File: config.mk
export PLATFORM = sky130hd
export DESIGN_NAME = wban_div
export DESIGN_NICKNAME = d
export VERILOG_FILES = /design/src/rtl/wban_div.sv
export SDC_FILE = /design/constraint.sdc
export NUM_CORES = 1
export LEC_CHECK = 0
export BUFFER_PORTS_ARGS = -buffer_cell sky130_fd_sc_hd__buf_2
export CAP_MARGIN = 5
export CELL_PAD_IN_SITES_DETAIL_PLACEMENT = 1
export CELL_PAD_IN_SITES_GLOBAL_PLACEMENT = 2
export CORE_MARGIN = 8
export CORE_UTILIZATION = 34
export CTS_CLUSTER_SIZE = 40
export DETAILED_ROUTE_END_ITERATION = 16
export GPL_TIMING_DRIVEN = 1
export HOLD_SLACK_MARGIN = 0.1
export PLACE_DENSITY = 0.91
export SKIP_CTS_REPAIR_TIMING = 1
export SKIP_LAST_GASP = 1
export SLEW_MARGIN = 10
export SYNTH_ARGS = -nofsm -noshare
export SYNTH_HDL_FRONTEND = slang
export SYNTH_SLANG_ARGS = --single-unit
File: constraint.sdc
create_clock -name clk_i -period 3.9 [get_ports clk_i]
set_clock_uncertainty 0.1 [all_clocks]
set_input_delay 0 -clock clk_i [delete_from_list [all_inputs] [get_ports clk_i]]
set_output_delay 0 -clock clk_i [all_outputs]
set_load 0.1 [all_outputs]
File: src/rtl/wban_div.sv
// wban_div: restoring divider, one quotient bit per cycle.
// Shifts dividend bits in MSB first behind a preset remainder. No dependencies.
module wban_div #(
  parameter int REM_W = 28,
  parameter int QUO_W = 15,
  parameter int CNT_W = 4
) (
  input  logic             clk_i,
  input  logic             rst_ni,
  input  logic             start_i,
  input  logic [CNT_W-1:0] count_i,
  input  logic [REM_W-1:0] rem_i,
  input  logic [QUO_W-1:0] dividend_i,
  input  logic [REM_W-1:0] divisor_i,
  output logic             done_o,
  output logic [QUO_W-1:0] quotient_o,
  output logic [REM_W-1:0] remainder_o
);

  logic             busy_q, done_q;
  logic [CNT_W-1:0] cnt_q;
  logic [REM_W-1:0] rem_q, dvs_q;
  logic [QUO_W-1:0] quo_q;
  logic [REM_W:0]   partial, diff;
  logic             fits;

  assign partial = {rem_q, quo_q[QUO_W-1]};
  assign diff    = partial - {1'b0, dvs_q};
  assign fits    = ~diff[REM_W];

  always_ff @(posedge clk_i or negedge rst_ni) begin
    if (!rst_ni) begin
      busy_q <= 1'b0;
      done_q <= 1'b0;
      cnt_q  <= '0;
    end else begin
      done_q <= 1'b0;
      if (start_i) begin
        busy_q <= 1'b1;
        cnt_q  <= count_i;
      end else if (busy_q) begin
        cnt_q <= cnt_q - CNT_W'(1);
        if (cnt_q == CNT_W'(1)) begin
          busy_q <= 1'b0;
          done_q <= 1'b1;
        end
      end
    end
  end

  always_ff @(posedge clk_i) begin
    if (start_i) begin
      rem_q <= rem_i;
      quo_q <= dividend_i;
      dvs_q <= divisor_i;
    end else if (busy_q) begin
      rem_q <= fits ? diff[REM_W-1:0] : partial[REM_W-1:0];
      quo_q <= {quo_q[QUO_W-2:0], fits};
    end
  end

  assign done_o      = done_q;
  assign quotient_o  = quo_q;
  assign remainder_o = rem_q;

endmodule

After elaboration in Yosys (flattened, before gate mapping)
Index checks and enable logic that the tools add are counted.

Bits of input ports: 78. Register bits after elaboration: 77. Word-level logic and storage cells: 24.

Reduce and logical (&&, ||, !) cells: 1. Add/subtract/negate cells: 2. Bitwise gates (word level): 1. Multiplexer cells: 13. Eq/ne operators: 1.

Operators with widths (number): two-way mux 28 bit (3); two-way mux 15 bit (2); subtractor 29 x 28 -> 29 bit (1); two-way mux 4 bit (2); two-way mux 1 bit (6); equality test 4 x 1 -> 1 bit (second input constant) (1); subtractor 4 x 1 -> 4 bit (second input constant) (1); nonzero test 2 bit (1); inverter 1 bit (1).

Depth between registers and ports, before layout
Depth after elaboration: 4. Mapped depth: 13.

Least setup slack after synthesis
OpenSTA, ideal clock, no wires.

Kind: register -> register. Start: reg quo_q[14], in the netlist quotient_o[14]. End: reg rem_q[2], in the netlist remainder_o[2] (data pin). Library setup time: 269 ps. Path slack: 117 ps. Period minus slack after synthesis: 3783 ps. Arrival: 3414 ps. Path buffers: 1. Stages on the path, launching flop included: 14. Cells stage by stage: edfxtp_1 -> inv_1 -> ha_1 -> inv_1 -> fa_1 -> a211oi_2 -> o21ai_2 -> a311oi_4 -> a21bo_2 -> a21oi_4 -> or4_4 -> buf_2 -> a21oi_1 -> o31ai_1.

Word-level cells in the longest chain between the ends: 4.

Ends and longest elaborated chain: start: declaration (line 23) `logic [QUO_W-1:0] quo_q;`; start signal: assignment (line 54) `quo_q <= dividend_i;`; start signal: assignment (line 58) `quo_q <= {quo_q[QUO_W-2:0], fits};`; subtractor 29 x 28 -> 29 bit (line 28) `assign diff = partial - {1'b0, dvs_q};`; two-way mux 28 bit (line 57) `rem_q <= fits ? diff[REM_W-1:0] : partial[REM_W-1:0];`; two-way mux 28 bit (line 56) `end else if (busy_q) begin`; two-way mux 28 bit (line 52) `if (start_i) begin`; end signal: assignment (line 53) `rem_q <= rem_i;`; end signal: assignment (line 57); end: declaration (line 22) `logic [REM_W-1:0] rem_q, dvs_q;`.

No other way between the ends. The select of a mux whose other input is x is not followed. A chain may end at the register's enable or synchronous reset.

Worst setup path in the final report
Start: reg quo_q[14], in the netlist quotient_o[14]. End: reg rem_q[26], in the netlist remainder_o[26] (data pin).

Same word-level chain as after synthesis.

==> flow_metrics.tcl <==
set metrics [dict create \
    hold_class "input pin to register" \
    synthAdderAreaFrac 0.0806 \
    critPathArrivalTime_ps 3610 \
    required_ps 3870 \
    setup_tns_ps 0 \
    vias 4441 \
    synthFlopType "edfxtp_1" \
    clockBufferDepth 2 \
    setup_viol 0 \
    syn_area_per_cell_um2 10.4 \
    status "finished clean" \
    grt_max_degree 52 \
    relSlewSlack 0.234 \
    numCtsBuffers 9 \
    critPathMaxFanout 27 \
    max_cap_violations 0 \
    drcViolationCount 0 \
    insertion_delay_ps 350 \
    min_delay_worst_endpoint "dvs_q[17]" \
    timing.rr.end "remainder_o[26]" \
    yosys_warnings 0 \
    reg2regPathDepth 12 \
    grt_first_pass_wirelength_mm 23.9 \
    ys_seq_area_frac 0.465 \
    gr-total-overflow 0 \
    netlist_area_mm2 0.00491 \
    setup_slack_ps 262 \
    drive_above_1_share 0.263 \
    synth.distinct_cells 67 \
    cts_htree_levels 3 \
    p_leak_nw 2.88 \
    syn_inst 471 \
    clk_pin_slew_ps 70 \
    r2r_slack_ps 260 \
    ys_seq_elements 77 \
    yosys.area_share.simple 0.127 \
    powerDensity_mw_per_mm2 923 \
    initial_core_util 0.343 \
    multi_input_area_mm2 0.00236 \
    period_needed_ps 3640 \
    pre_cts_slack_ps 189 \
    async_reset_ff_frac 0.0779 \
    core_mm2 0.0143 \
    seqCellArea_mm2 0.00228 \
    nNetsFinal 774 \
    via_per_inst 5.19 \
    firstDrtPassIters 4 \
    grt_usage 0.168 \
    drt-initial-drc-count 202 \
    hold_violations 0 \
    timing.rr.start "quotient_o[14]" \
    cts_tree "built" \
    worst_slew_pin_slew_ps 1150 \
    portBuffers 121 \
    path_class "register to register" \
    rsz0062_at_grt "false" \
    grt_pass1_vias 4538 \
    die_height_um 136 \
    startpoint_type "register" \
    whs_path_depth 2 \
    synth_xor_area_frac 0.0411 \
    min_period_over_period 0.933 \
    gp_congestion 0.835 \
    dp_hpwl_mm 11.3 \
    cts_sinks 77 \
    antenna_found_initial 1 \
    fill_cells 1601 \
    fmax_mhz 275 \
    synth_nets 580 \
    ant_nets 0 \
    io_pins 122 \
    area_growth_pct 38.7 \
    layout_commonest_cell "buf_2" \
    synth.mux.area_fraction 0.0367 \
    synth_edf_count 71 \
    min_from "start_i" \
    die-area_mm2 0.0185 \
    final_cell_mix "buf_2 (121), dlygate4sd3_1 (77), edfxtp_1 (71), inv_1 (42), o21ai_0 (35)" \
    rows 44 \
    routed_wl_mm 16.5 \
    cts_root_buf "clkbuf_16" \
    peakVddDrop_mv 0.354 \
    synth_top_family_by_area "compound AO/OA/AOI/OAI gates" \
    synth-compound-area-share 0.195 \
    slew_violations 0 \
    die_x_um 136 \
    cp-end-kind "register" \
    avgRoutedWirePerCell_um 19.3 \
]
## state kept, by name (all words and copies together) (netlist names)
signal and flops:
dvs_q 28, remainder_o 28, busy_q 1, cnt_q 4, quotient_o 15, done_o 1
## how the worst max path moves through the flow
stage | depth (start not counted) | endpoint | startpoint
floorplan | 13 | remainder_o[2] | quotient_o[14]
CTS | 12 | quotient_o[0] | quotient_o[14]
finish | 12 | remainder_o[26] | quotient_o[14]
global route | 12 | remainder_o[22] | quotient_o[14]
global placement | 12 | quotient_o[0] | quotient_o[14]
detailed placement | 12 | quotient_o[0] | quotient_o[14]
## where the power goes
group,leakage [nW],internal (mW),switching [mW]
Combinational,1.93,1.14,2.78
Clock,0.157,0.569,0.388
Sequential,0.798,1.20,0.202
Total,2.88,2.91,3.37
## logic make-up (layout without fill, tap and decap cells)
family / count (synthesis) / in the layout
adders and majority gates: 31 / 31
AOI/OAI and AO/OA: 136 / 136
other: 0 / 1
muxes: 16 / 16
xor gates and xnor gates: 23 / 23
DFF: 77 / 77
and+or+nand+nor: 123 / 123
buffers and inverters: 65 / 264
## synthesized netlist by cell type, drive strengths merged, types with 3 or more instances
library cell   n  area, µm²
nand2         31        116
ha            30        375
o311ai         3       26.3
xnor2         18        158
o21ai         38        194
edfxtp        71       2130
a21oi         21        116
nor2          31        116
a31oi         24        150
a311o          4       40.0
o31ai          4       35.0
xor2           5       43.8
a221o          4       40.0
and2           5       31.3
o21bai         4       30.0
inv           42        158
a21boi         3       22.5
o21a           3       22.5
nor3           5       25.0
a21o           6       45.0
buf            9       52.6
nand3         22        110
mux2          16        180
nor4           6       67.6
or3            3       18.8
dfrtp          6        150
nor2b          5       31.3
clkbuf        13       53.8
a2111oi        5       50.0
## through the flow
stage | power [mW] | cell area [µm²] | hold slack [ps] | cells | utilization
floorplan | 4.46 | 4910 | -396 | 471 | -
global placement | 5.16 | 5700 | -270 | 761 | 0.398
detailed placement | 5.26 | 5700 | -267 | 761 | 0.398
CTS | 6.25 | 6030 | -651 | 777 | 0.421
global route | 6.64 | 6800 | 116 | 855 | 0.475
finish | 6.28 | 6800 | 102 | 855 | 0.475
## per-layer routing
layer,track usage,part of all wire,up-vias,routed length (µm)
li1,-,-,2148,-
met1,0.185,0.40,2166,6620
met2,0.286,0.52,114,8520
met3,0.0783,0.069,13,1140
met4,0.0482,0.012,0,190
met5,0,0,-,0
## critical path: stages, from the launching register on
cell	delay [ps]
edfxtp_1	390
inv_1	100
ha_1	170
inv_1	60
fa_1	440
a211oi_2	280
o21ai_2	150
a311oi_4	300
a21bo_2	240
a21oi_4	90
o31a_4	480
nor2_1	370
o311ai_0	170
## cell type report
type | instances | share of cell area
clock inverters | 7 | 0.0151
clock buffers | 9 | 0.0331
flip-flops and latches | 77 | 0.335
diodes | 1 | 0.000368
inverters | 43 | 0.0237
multi-input cells | 329 | 0.347
repair buffers | 205 | 0.212
well taps | 184 | 0.0338
Note: power is estimated with default switching activity, not from simulation.
